$ cat config.mk
export PLATFORM = sky130hd
export DESIGN_NAME = dtc_fault_confirmation_monitor_flat
export DESIGN_NICKNAME = d
export VERILOG_FILES = /design/src/hdl/dtcm_pkg.sv /design/src/hdl/dtcm_if.sv /design/src/hdl/dtcm_regs.sv /design/src/hdl/dtcm_step.sv /design/src/hdl/dtc_fault_confirmation_monitor.sv /design/src/flat_wrapper.sv
export SDC_FILE = /design/constraint.sdc
export NUM_CORES = 1
export LEC_CHECK = 0
export BUFFER_PORTS_ARGS = -buffer_cell sky130_fd_sc_hd__buf_2
export CAP_MARGIN = 20
export CORE_MARGIN = 4
export CORE_UTILIZATION = 25
export CTS_BUF_LIST = sky130_fd_sc_hd__clkbuf_8
export DETAILED_ROUTE_END_ITERATION = 12
export PLACE_DENSITY_LB_ADDON = 0.12
export SYNTH_ARGS = -nofsm -noshare
export SYNTH_HDL_FRONTEND = slang
export SYNTH_SLANG_ARGS = --single-unit
$ cat constraint.sdc
create_clock -name clk -period 4.75 [get_ports clk]
set_input_delay 0.2375 -clock clk [delete_from_list [all_inputs] [get_ports clk]]
set_output_delay 0.2375 -clock clk [all_outputs]
set_load 0.02 [all_outputs]
$ cat src/hdl/dtcm_pkg.sv
// ----------------------------------------------------------------------------
// dtcm_pkg
// Shared types, constants and helpers for the DTC fault confirmation monitor.
// ----------------------------------------------------------------------------
package dtcm_pkg;

	// Sizing
	localparam int NUM_CODES   = 8;
	localparam int COUNT_WIDTH = 8;
	localparam int IDX_W       = (NUM_CODES > 1) ? $clog2(NUM_CODES) : 1;

	localparam logic [COUNT_WIDTH-1:0] CNT_MAX = '1;

	// Register map: index is paddr[4:3]
	localparam int ADDR_W = 5;
	typedef enum logic [1:0] {
		REG_DTC_COUNT = 2'd0,
		REG_PRESCALE  = 2'd1,
		REG_CONFIRM   = 2'd2
	} reg_idx_t;

	// Status byte bit positions
	localparam int STS_TEST_FAILED = 0;
	localparam int STS_CONFIRMED   = 3;

	// Reset value of both byte tables
	localparam logic [63:0] TABLE_RESET = 64'h0101_0101_0101_0101;

	typedef logic [COUNT_WIDTH-1:0] cnt_t;
	typedef logic [IDX_W-1:0]       idx_t;

	typedef enum logic {
		ST_IDLE,
		ST_SCAN
	} seq_state_t;

	// Configuration as seen by the datapath
	typedef struct packed {
		logic [3:0]  dtc_count;
		logic [63:0] prescale_table;
		logic [63:0] confirm_table;
	} cfg_t;

	// Per-code state entering the shared update unit
	typedef struct packed {
		logic fail;
		cnt_t run;
		cnt_t occ;
		cnt_t thr;
		logic conf;
		logic gtaken;
	} step_in_t;

	// Updated per-code state and result flags
	typedef struct packed {
		logic tf;
		cnt_t run;
		cnt_t occ;
		logic conf;
		logic gtaken;
		logic local_cap;
		logic global_cap;
	} step_out_t;

	// Pick the byte of a table for one code; a zero byte counts as one
	function automatic cnt_t tbl_thr(input logic [63:0] tbl, input idx_t idx);
		logic [63:0] sh;
		cnt_t        v;
		sh = tbl >> {idx, 3'b000};
		v  = sh[COUNT_WIDTH-1:0];
		return (v == '0) ? cnt_t'(1) : v;
	endfunction

endpackage

$ cat src/hdl/dtcm_if.sv
// ----------------------------------------------------------------------------
// dtcm_if
// Valid/ready channels for base ticks in and per-code results out.
// ----------------------------------------------------------------------------
interface dtcm_tick_if;
	logic       valid;
	logic       ready;
	logic [7:0] fault_flags;
	logic       monitoring_off;

	modport source (output valid, output fault_flags, output monitoring_off, input ready);
	modport sink   (input valid, input fault_flags, input monitoring_off, output ready);
endinterface

interface dtcm_result_if;
	logic       valid;
	logic       ready;
	logic [2:0] code_index;
	logic [7:0] status_byte;
	logic [7:0] occurrence_count;
	logic       local_capture;
	logic       global_capture;
	logic       last;

	modport source (
		output valid, output code_index, output status_byte, output occurrence_count,
		output local_capture, output global_capture, output last, input ready
	);
	modport sink (
		input valid, input code_index, input status_byte, input occurrence_count,
		input local_capture, input global_capture, input last, output ready
	);
endinterface

$ cat src/hdl/dtcm_regs.sv
// ----------------------------------------------------------------------------
// dtcm_regs
// APB register file: code count, prescale table and confirm table.
// ----------------------------------------------------------------------------
module dtcm_regs (
	input  logic                            clk,
	input  logic                            arst_n,
	input  logic                            psel,
	input  logic                            penable,
	input  logic                            pwrite,
	input  logic [dtcm_pkg::ADDR_W-1:0]     paddr,
	input  logic [63:0]                     pwdata,
	output logic [63:0]                     prdata,
	output logic                            pready,
	output dtcm_pkg::cfg_t                  cfg
);
	import dtcm_pkg::*;

	logic [3:0]  dtc_count_q;
	logic [63:0] prescale_q;
	logic [63:0] confirm_q;
	logic        wr_en;
	reg_idx_t    reg_sel;

	assign pready  = 1'b1;
	assign wr_en   = psel && penable && pwrite && pready;
	assign reg_sel = reg_idx_t'(paddr[4:3]);

	// Write on the access phase
	always_ff @(posedge clk or negedge arst_n) begin
		if (!arst_n) begin
			dtc_count_q <= '0;
			prescale_q  <= TABLE_RESET;
			confirm_q   <= TABLE_RESET;
		end else if (wr_en) begin
			case (reg_sel)
				REG_DTC_COUNT: dtc_count_q <= pwdata[3:0];
				REG_PRESCALE:  prescale_q  <= pwdata;
				REG_CONFIRM:   confirm_q   <= pwdata;
				default: ;
			endcase
		end
	end

	// Read back
	always_comb begin
		case (reg_sel)
			REG_DTC_COUNT: prdata = {60'd0, dtc_count_q};
			REG_PRESCALE:  prdata = prescale_q;
			REG_CONFIRM:   prdata = confirm_q;
			default:       prdata = '0;
		endcase
	end

	assign cfg.dtc_count      = dtc_count_q;
	assign cfg.prescale_table = prescale_q;
	assign cfg.confirm_table  = confirm_q;

endmodule

$ cat src/hdl/dtcm_step.sv
// ----------------------------------------------------------------------------
// dtcm_step
// Shared per-code update unit: applies one sampled pass or fail to one code.
// ----------------------------------------------------------------------------
module dtcm_step (
	input  dtcm_pkg::step_in_t  sin,
	output dtcm_pkg::step_out_t sout
);
	import dtcm_pkg::*;

	cnt_t run_inc;

	assign run_inc = sin.run + cnt_t'(1);

	always_comb begin
		sout            = '0;
		sout.conf       = sin.conf;
		sout.gtaken     = sin.gtaken;
		sout.occ        = sin.occ;
		if (sin.fail) begin
			sout.tf        = 1'b1;
			sout.local_cap = 1'b1;
			// Saturate the occurrence count
			if (sin.occ != CNT_MAX)
				sout.occ = sin.occ + cnt_t'(1);
			// Confirm once the run reaches the threshold, then restart the run
			if (run_inc >= sin.thr) begin
				sout.run = '0;
				if (!sin.conf) begin
					sout.conf = 1'b1;
					if (!sin.gtaken) begin
						sout.gtaken     = 1'b1;
						sout.global_cap = 1'b1;
					end
				end
			end else begin
				sout.run = run_inc;
			end
		end else begin
			sout.tf  = 1'b0;
			sout.run = '0;
		end
	end

endmodule

$ cat src/hdl/dtc_fault_confirmation_monitor.sv
// ----------------------------------------------------------------------------
// dtc_fault_confirmation_monitor
// Per-tick DTC status update: prescale, sample, count and confirm each code.
//
//   channel  dir  beat contents
//   tick     in   fault_flags, monitoring_off
//   result   out  code_index, status_byte, occurrence_count,
//                 local_capture, global_capture, last
//   apb      cfg  dtc_count @0x00, prescale_table @0x08, confirm_table @0x10
//
// A tick is taken while idle; the prescalers of enabled codes advance then and
// the set of sampled codes is fixed. The shared update unit then walks the
// codes, one code per cycle, up to the highest sampled one. A tick with
// monitoring off or no sample leaves the monitor idle. A stalled result beat
// holds the walk. Reset clears all per-code state at once; there is no sweep.
// ----------------------------------------------------------------------------
module dtc_fault_confirmation_monitor (
	input  logic                        clk,
	input  logic                        arst_n,
	input  logic                        psel,
	input  logic                        penable,
	input  logic                        pwrite,
	input  logic [dtcm_pkg::ADDR_W-1:0] paddr,
	input  logic [63:0]                 pwdata,
	output logic [63:0]                 prdata,
	output logic                        pready,
	dtcm_tick_if.sink                   tick,
	dtcm_result_if.source               result
);
	import dtcm_pkg::*;

	cfg_t       cfg;
	seq_state_t state_q, state_d;

	cnt_t                 presc_q [NUM_CODES];
	cnt_t                 run_q   [NUM_CODES];
	cnt_t                 occ_q   [NUM_CODES];
	logic [NUM_CODES-1:0] tf_q;
	logic [NUM_CODES-1:0] conf_q;
	logic [NUM_CODES-1:0] gt_q;

	logic [NUM_CODES-1:0] mask_q, mask_d, mask_rest;
	logic [7:0]           flags_q;
	idx_t                 idx_q;

	cnt_t                 presc_next [NUM_CODES];
	cnt_t                 presc_inc  [NUM_CODES];
	logic [NUM_CODES-1:0] sample;

	logic      tick_fire, step_fire, out_valid_q;
	step_in_t  sin;
	step_out_t sout;

	dtcm_regs u_regs (
		.clk     (clk),
		.arst_n  (arst_n),
		.psel    (psel),
		.penable (penable),
		.pwrite  (pwrite),
		.paddr   (paddr),
		.pwdata  (pwdata),
		.prdata  (prdata),
		.pready  (pready),
		.cfg     (cfg)
	);

	// Prescalers of all enabled codes advance together on a tick
	always_comb begin
		for (int i = 0; i < NUM_CODES; i++) begin
			presc_inc[i]  = presc_q[i] + cnt_t'(1);
			sample[i]     = 1'b0;
			presc_next[i] = presc_q[i];
			if (cfg.dtc_count > 4'(i)) begin
				sample[i]     = presc_inc[i] >= tbl_thr(cfg.prescale_table, idx_t'(i));
				presc_next[i] = sample[i] ? '0 : presc_inc[i];
			end
		end
	end

	assign tick.ready = (state_q == ST_IDLE);
	assign tick_fire  = tick.valid && tick.ready && !tick.monitoring_off;

	// Feed the shared unit with the code under the walk pointer
	assign sin.fail   = flags_q[idx_q];
	assign sin.run    = run_q[idx_q];
	assign sin.occ    = occ_q[idx_q];
	assign sin.thr    = tbl_thr(cfg.confirm_table, idx_q);
	assign sin.conf   = conf_q[idx_q];
	assign sin.gtaken = gt_q[idx_q];

	dtcm_step u_step (
		.sin  (sin),
		.sout (sout)
	);

	always_comb begin
		mask_rest        = mask_q;
		mask_rest[idx_q] = 1'b0;
	end

	// Sequencer: next state and walk control
	always_comb begin
		state_d   = state_q;
		mask_d    = mask_q;
		step_fire = 1'b0;
		case (state_q)
			ST_IDLE: begin
				if (tick_fire) begin
					mask_d = sample;
					if (sample != '0)
						state_d = ST_SCAN;
				end
			end
			ST_SCAN: begin
				if (mask_q[idx_q]) begin
					step_fire = !out_valid_q || result.ready;
					if (step_fire) begin
						mask_d = mask_rest;
						if (mask_rest == '0)
							state_d = ST_IDLE;
					end
				end
			end
			default: state_d = ST_IDLE;
		endcase
	end

	always_ff @(posedge clk or negedge arst_n) begin
		if (!arst_n) begin
			state_q <= ST_IDLE;
			mask_q  <= '0;
		end else begin
			state_q <= state_d;
			mask_q  <= mask_d;
		end
	end

	// Walk pointer: held at zero while idle, advance past each handled or skipped code
	always_ff @(posedge clk or negedge arst_n) begin
		if (!arst_n) begin
			idx_q <= '0;
		end else if (state_q == ST_IDLE) begin
			idx_q <= '0;
		end else if (!mask_q[idx_q] || step_fire) begin
			idx_q <= idx_q + idx_t'(1);
		end
	end

	always_ff @(posedge clk) begin
		if (tick_fire)
			flags_q <= tick.fault_flags;
	end

	// Per-code state
	always_ff @(posedge clk or negedge arst_n) begin
		if (!arst_n) begin
			for (int i = 0; i < NUM_CODES; i++) begin
				presc_q[i] <= '0;
				run_q[i]   <= '0;
				occ_q[i]   <= '0;
			end
			tf_q   <= '0;
			conf_q <= '0;
			gt_q   <= '0;
		end else begin
			if (tick_fire) begin
				for (int i = 0; i < NUM_CODES; i++)
					presc_q[i] <= presc_next[i];
			end
			if (step_fire) begin
				run_q[idx_q]  <= sout.run;
				occ_q[idx_q]  <= sout.occ;
				tf_q[idx_q]   <= sout.tf;
				conf_q[idx_q] <= sout.conf;
				gt_q[idx_q]   <= sout.gtaken;
			end
		end
	end

	// Output register: load on a step, drop when the beat is taken
	always_ff @(posedge clk or negedge arst_n) begin
		if (!arst_n)
			out_valid_q <= 1'b0;
		else if (step_fire)
			out_valid_q <= 1'b1;
		else if (result.ready)
			out_valid_q <= 1'b0;
	end

	always_ff @(posedge clk) begin
		if (step_fire) begin
			result.code_index       <= 3'(idx_q);
			result.status_byte      <= 8'((sout.tf   ? (1 << STS_TEST_FAILED) : 0) |
			                              (sout.conf ? (1 << STS_CONFIRMED)   : 0));
			result.occurrence_count <= 8'(sout.occ);
			result.local_capture    <= sout.local_cap;
			result.global_capture   <= sout.global_cap;
			result.last             <= (mask_rest == '0);
		end
	end

	assign result.valid = out_valid_q;

	// A walk always has a code left to handle
	a_scan_has_work: assert property (@(posedge clk) disable iff (!arst_n)
		state_q == ST_SCAN |-> mask_q != '0)
		else $error("walk running with empty sample set");

	// A step always presents a result beat next cycle
	a_step_loads_out: assert property (@(posedge clk) disable iff (!arst_n)
		step_fire |=> result.valid)
		else $error("step did not load the result register");

	// Confirmation is sticky
	a_conf_sticky: assert property (@(posedge clk) disable iff (!arst_n)
		(conf_q & $past(conf_q)) == $past(conf_q))
		else $error("confirmed bit cleared");

	// The global snapshot is taken exactly when a code first confirms
	a_gt_tracks_conf: assert property (@(posedge clk) disable iff (!arst_n)
		gt_q == conf_q)
		else $error("global snapshot mark out of step with confirmation");

endmodule
$ cat src/flat_wrapper.sv
// flat-port wrapper written by rule: the top's interface ports become plain ports
module dtc_fault_confirmation_monitor_flat import dtcm_pkg::*;
  (clk, arst_n, psel, penable, pwrite, paddr, pwdata, prdata, pready, tick_valid, tick_fault_flags, tick_monitoring_off, tick_ready, result_valid, result_code_index, result_status_byte, result_occurrence_count, result_local_capture, result_global_capture, result_last, result_ready);
  dtcm_tick_if tick_i ();
  dtcm_result_if result_i ();
  input  logic clk;
  input  logic arst_n;
  input  logic psel;
  input  logic penable;
  input  logic pwrite;
  input  logic [dtcm_pkg::ADDR_W-1:0] paddr;
  input  logic [63:0] pwdata;
  output logic [63:0] prdata;
  output logic pready;
  input wire logic [$bits(tick_i.valid)-1:0] tick_valid;
  input wire logic [$bits(tick_i.fault_flags)-1:0] tick_fault_flags;
  input wire logic [$bits(tick_i.monitoring_off)-1:0] tick_monitoring_off;
  output wire logic [$bits(tick_i.ready)-1:0] tick_ready;
  output wire logic [$bits(result_i.valid)-1:0] result_valid;
  output wire logic [$bits(result_i.code_index)-1:0] result_code_index;
  output wire logic [$bits(result_i.status_byte)-1:0] result_status_byte;
  output wire logic [$bits(result_i.occurrence_count)-1:0] result_occurrence_count;
  output wire logic [$bits(result_i.local_capture)-1:0] result_local_capture;
  output wire logic [$bits(result_i.global_capture)-1:0] result_global_capture;
  output wire logic [$bits(result_i.last)-1:0] result_last;
  input wire logic [$bits(result_i.ready)-1:0] result_ready;
  assign tick_i.valid = tick_valid;
  assign tick_i.fault_flags = tick_fault_flags;
  assign tick_i.monitoring_off = tick_monitoring_off;
  assign tick_ready = tick_i.ready;
  assign result_valid = result_i.valid;
  assign result_code_index = result_i.code_index;
  assign result_status_byte = result_i.status_byte;
  assign result_occurrence_count = result_i.occurrence_count;
  assign result_local_capture = result_i.local_capture;
  assign result_global_capture = result_i.global_capture;
  assign result_last = result_i.last;
  assign result_i.ready = result_ready;
  dtc_fault_confirmation_monitor u_core (.clk(clk), .arst_n(arst_n), .psel(psel), .penable(penable), .pwrite(pwrite), .paddr(paddr), .pwdata(pwdata), .prdata(prdata), .pready(pready), .tick(tick_i), .result(result_i));
endmodule
==> summary.txt <==
OUTCOME
----------------------------------------------------------------------------------------
Outcome                                                                     finished clean

STA
----------------------------------------------------------------------------------------
Post-Route Skew                                                               0.04753 ns
Fmax achieved                                                                  230.5 MHz
Endpoints failing setup                                                                0
Max-slew headroom                                                                 31.67%
Pins Over Slew Limit                                                                   0
Setup repair after global routing missed its margin                                 true
Count of final hold-check violations                                                   0
Total negative slack for setup checks                                               0 ns
Slew at the pin with the worst max-slew slack                                   1.022 ns
Shortest clock period the worst path allows after layout                        4.339 ns
Final cycle utilization of the critical path                                      91.34%

RUN
----------------------------------------------------------------------------------------
Number of max-cap violations                                                           0

LAYOUT
----------------------------------------------------------------------------------------
Area overhead of the layout relative to synthesis                                 21.81%
Highest-count cells in the layout ignoring fill and taps                    sky130_fd_sc_hd__dfrtp_1, sky130_fd_sc_hd__nand2_1, sky130_fd_sc_hd__o21ai_0
Layout cell share with drive strength beyond 1                                    24.04%
Area taken by flip-flops and latches                                        0.009553 mm2
Fillers                                                                             8266
Area of combinational cells with multiple inputs                            0.009793 mm2
Final-stage net count                                                               2340
Most frequent standard cell in the layout excluding fill and tap cells      sky130_fd_sc_hd__dfrtp_1
Non-Filler Cell Area, Final                                                  0.02458 mm2

SETUP PATH
----------------------------------------------------------------------------------------
Worst setup EP type                                                                 flop
Required time at the worst-slack endpoint                                        5.29 ns
Startpoint kind of the worst setup timing path                                      flop
Type of the setup path with the least slack                                 flop to flop
Worst Path Max Fanout                                                                 36
Data arrival time at the worst-slack endpoint                                    4.88 ns

GLOBAL ROUTING
----------------------------------------------------------------------------------------
Initial antenna violation count                                                        1
Pin count of the biggest net entering global routing                                 118
GRT Total Usage                                                                   15.82%
Global-route wire length before repair                                         103900 um
Total gr overflow                                                                      0
Number of global-route vias before repair                                          16490

ROUTE
----------------------------------------------------------------------------------------
Routed wire per std cell                                                        20.73 um
Final wirelength                                                                68130 um
Vias                                                                               15710
Initial detailed-routing violation count                                             728
Number of search-and-repair iterations in the first detailed-routing pass              5
Number of remaining DRC errors                                                         0
Count of nets left with antenna violations after detail routing                        0
Vias per std cell                                                                  4.780

LOGIC SYNTHESIS
----------------------------------------------------------------------------------------
Post-Syn Instances                                                                  1909
Sequential share of the synthesized area                                          47.29%
Share of flip-flops with an asynchronous set or reset after synthesis             93.88%
Cell area after technology mapping                                           0.02018 mm2
Number of flip-flops and latches in the synthesized netlist                          376
Number of flops mapped to enable cells by yosys                                       23
Number of warnings printed during yosys synthesis                                      0
Commonest register cell after synthesis                                     sky130_fd_sc_hd__dfrtp_1
Count of cell types in the netlist                                                    88
Mean instance size in the synthesized netlist                                  10.57 um2

CLOCK TREE
----------------------------------------------------------------------------------------
Num CTS Buffers                                                                       75
Clk Latency, worst-skew pair                                                     0.67 ns
Register clock-pin slew on the reported worst setup and hold paths               0.06 ns
Gates resized, CTS repair                                                              0
Maximum level of the CTS H-tree                                                        3
Clock root buffer master                                                    sky130_fd_sc_hd__clkbuf_8
CTS tree                                                                            done
Buffers from clock root to sink, at most                                               3
Number of sinks on the clock net                                                     376

DIE
----------------------------------------------------------------------------------------
Total core area                                                              0.07952 mm2
Die H                                                                           292.1 um
Count of pins on the block boundary                                                  174
Count of standard-cell rows                                                          103
Starting utilization of the core area                                             25.38%
Die boundary width                                                              292.1 um
Die Area                                                                     0.08534 mm2

POWER AND IR DROP
----------------------------------------------------------------------------------------
IR drop worst, VDD                                                             0.1804 mV
Clock power share                                                                  41.2%
Pleak                                                                           11.18 nW
Reported net switching power                                                    2.579 mW
Switching Share                                                                   30.04%
Sequential power share                                                             45.5%
Cell Int Power                                                                  6.004 mW
Logic pwr share                                                                    13.3%
Power density over the cells                                                349.1 mW/mm2

PLACE
----------------------------------------------------------------------------------------
Number of I/O port buffers                                                           163
Routability cong.                                                                 0.8051
HPWL Detailed                                                                   48510 um
Placed standard-cell area                                                    0.02222 mm2

WORST HOLD PATH
----------------------------------------------------------------------------------------
Min-delay worst type                                                        input pin to flop

cells by family (layout without fill, tap and decap cells):
logic type,count (synthesis),in the layout,synth area share (%)
AND/OR/NAND/NOR,543,543,12.67
AO/OA/AOI/OAI,450,450,14.79
flip-flops,376,376,47.29
multiplexers,211,211,13.03
buffers and inverters,187,507,4.427
adder cells (fa/ha/maj),83,83,5.146
XOR/XNOR,57,57,2.604
other,2,9,0.03721
flip-flops by register name, summed over array words and instances, names as in the netlist:
register and cells:
u_core.conf_q 8, u_core.flags_q 8, u_core.gt_q 8, u_core.idx_q 3, u_core.mask_q 8, u_core.occ_q 64, u_core.presc_q 64, u_core.result.code_index 3
u_core.result.global_capture 1, u_core.result.last 1, u_core.result.occurrence_count 8, u_core.result.status_byte 2, u_core.result.valid 1, u_core.run_q 64, u_core.state_q 1, u_core.u_regs.confirm_q 64
u_core.u_regs.dtc_count_q 4, u_core.u_regs.prescale_q 64
cell type report:
cell class | instances | share of cell area [%]
multi-input combinational | 1351 | 39.84
sequential | 376 | 38.86
timing repair buffer | 289 | 8.179
clock buffer | 96 | 5.375
tap | 1050 | 5.344
inverter | 79 | 1.206
clock inverter | 43 | 1.181
antenna | 2 | 0.02036
power groups by stage:
| stage | Clock [mW] | Combinational (mW) | Sequential [mW] |
|---|---|---|---|
| after global routing | 3.85 | 1.28 | 3.93 |
| after detailed placement | 0 | 1.11 | 3.96 |
| after CTS | 3.69 | 1.17 | 3.90 |
| final | 3.54 | 1.14 | 3.90 |
| after floorplan | 0 | 0.717 | 3.71 |
| after global placement | 0 | 1.09 | 3.96 |
layer usage:
metal / track usage, % / part of all wire, %
met5: 0 / 0
met4: 5.998 / 3.3
met3: 2.997 / 4.4
met2: 25.45 / 46
met1: 21.17 / 46
Yosys cell counts (5+ instances only):
| cell | instances | area [um2] |
|---|---|---|
| sky130_fd_sc_hd__a21o_1 | 8 | 60.06 |
| sky130_fd_sc_hd__a21oi_1 | 23 | 115.1 |
| sky130_fd_sc_hd__a221o_1 | 7 | 70.07 |
| sky130_fd_sc_hd__a221oi_1 | 21 | 183.9 |
| sky130_fd_sc_hd__a22o_1 | 64 | 560.5 |
| sky130_fd_sc_hd__a41o_1 | 8 | 80.08 |
| sky130_fd_sc_hd__and2_1 | 5 | 31.28 |
| sky130_fd_sc_hd__and3_1 | 28 | 175.2 |
| sky130_fd_sc_hd__buf_1 | 8 | 30.03 |
| sky130_fd_sc_hd__buf_2 | 18 | 90.09 |
| sky130_fd_sc_hd__buf_4 | 14 | 105.1 |
| sky130_fd_sc_hd__buf_6 | 14 | 157.7 |
| sky130_fd_sc_hd__clkbuf_1 | 53 | 198.9 |
| sky130_fd_sc_hd__dfrtp_1 | 337 | 8433 |
| sky130_fd_sc_hd__dfstp_2 | 16 | 420.4 |
| sky130_fd_sc_hd__edfxtp_1 | 23 | 690.7 |
| sky130_fd_sc_hd__ha_1 | 83 | 1039 |
| sky130_fd_sc_hd__inv_1 | 78 | 292.8 |
| sky130_fd_sc_hd__mux2_1 | 26 | 292.8 |
| sky130_fd_sc_hd__mux2_2 | 118 | 1329 |
| sky130_fd_sc_hd__mux2i_1 | 36 | 360.4 |
| sky130_fd_sc_hd__mux4_2 | 23 | 518.0 |
| sky130_fd_sc_hd__nand2_1 | 279 | 1047 |
| sky130_fd_sc_hd__nand2b_1 | 32 | 200.2 |
| sky130_fd_sc_hd__nand3_1 | 46 | 230.2 |
| sky130_fd_sc_hd__nand4_1 | 12 | 75.07 |
| sky130_fd_sc_hd__nor2_1 | 78 | 292.8 |
| sky130_fd_sc_hd__nor2b_1 | 9 | 56.30 |
| sky130_fd_sc_hd__nor3_1 | 6 | 30.03 |
| sky130_fd_sc_hd__nor3b_1 | 8 | 60.06 |
| sky130_fd_sc_hd__nor4_1 | 8 | 50.05 |
| sky130_fd_sc_hd__o21a_1 | 5 | 37.54 |
| sky130_fd_sc_hd__o21ai_0 | 195 | 975.9 |
| sky130_fd_sc_hd__o21ai_1 | 51 | 255.2 |
| sky130_fd_sc_hd__o22ai_1 | 6 | 37.54 |
| sky130_fd_sc_hd__o2bb2ai_1 | 5 | 43.79 |
| sky130_fd_sc_hd__o31ai_1 | 19 | 142.6 |
| sky130_fd_sc_hd__or2_2 | 8 | 50.05 |
| sky130_fd_sc_hd__xnor2_1 | 30 | 262.8 |
| sky130_fd_sc_hd__xor2_1 | 25 | 219.0 |
critical path, cell delays in order (launching register included):
cell and delay (ns):
sky130_fd_sc_hd__dfrtp_4 0.64, sky130_fd_sc_hd__buf_12 0.26, sky130_fd_sc_hd__nand2b_1 0.17, sky130_fd_sc_hd__mux4_2 0.48, sky130_fd_sc_hd__nand2_1 0.26, sky130_fd_sc_hd__ha_1 0.28, sky130_fd_sc_hd__nand2_1 0.08, sky130_fd_sc_hd__xnor2_1 0.16
sky130_fd_sc_hd__ha_1 0.23, sky130_fd_sc_hd__a211oi_1 0.19, sky130_fd_sc_hd__o21ai_0 0.13, sky130_fd_sc_hd__a221oi_1 0.31, sky130_fd_sc_hd__buf_4 0.19, sky130_fd_sc_hd__and2_0 0.31, sky130_fd_sc_hd__nand2_1 0.29, sky130_fd_sc_hd__o21ai_0 0.23
worst paths after layout:
kind	cells past startpoint	slack, ns	from	end
max	15	0.41	u_core.idx_q[2]	u_core.run_q[17]
max reg2reg	15	0.41	u_core.idx_q[2]	u_core.run_q[17]
min in group asynchronous	2	0.21	arst_n	u_core.presc_q[50]
max in group asynchronous	3	3.21	arst_n	u_core.presc_q[2]
min reg2reg	2	0.48	u_core.run_q[37]	u_core.run_q[37]
min	4	0.09	tick_valid	u_core.state_q
stage by stage:
step                      hold WS (ns)  total power [mW]  util [%]  worst slack, ns  std cells
after global routing           0.07262             9.052     30.92         -0.01538       3286
after global placement          0.3394             5.045     27.94           0.3504       3070
after CTS                      0.02189             8.763     30.90           0.2643       3283
after detailed placement        0.3664             5.067     27.94           0.3140       3070
after floorplan               -0.05809             4.429         -           0.4903       1914
final                          0.09379             8.582     30.92           0.4112       3286
what timing repair did:
item                                    CTS  global route
endpoints found under the hold margin   241             0
hold buffers                             74             0
endpoints found under the setup margin    0            32
buffers inserted                          0             1
No activity file was read; power rests on OpenSTA's default activity.
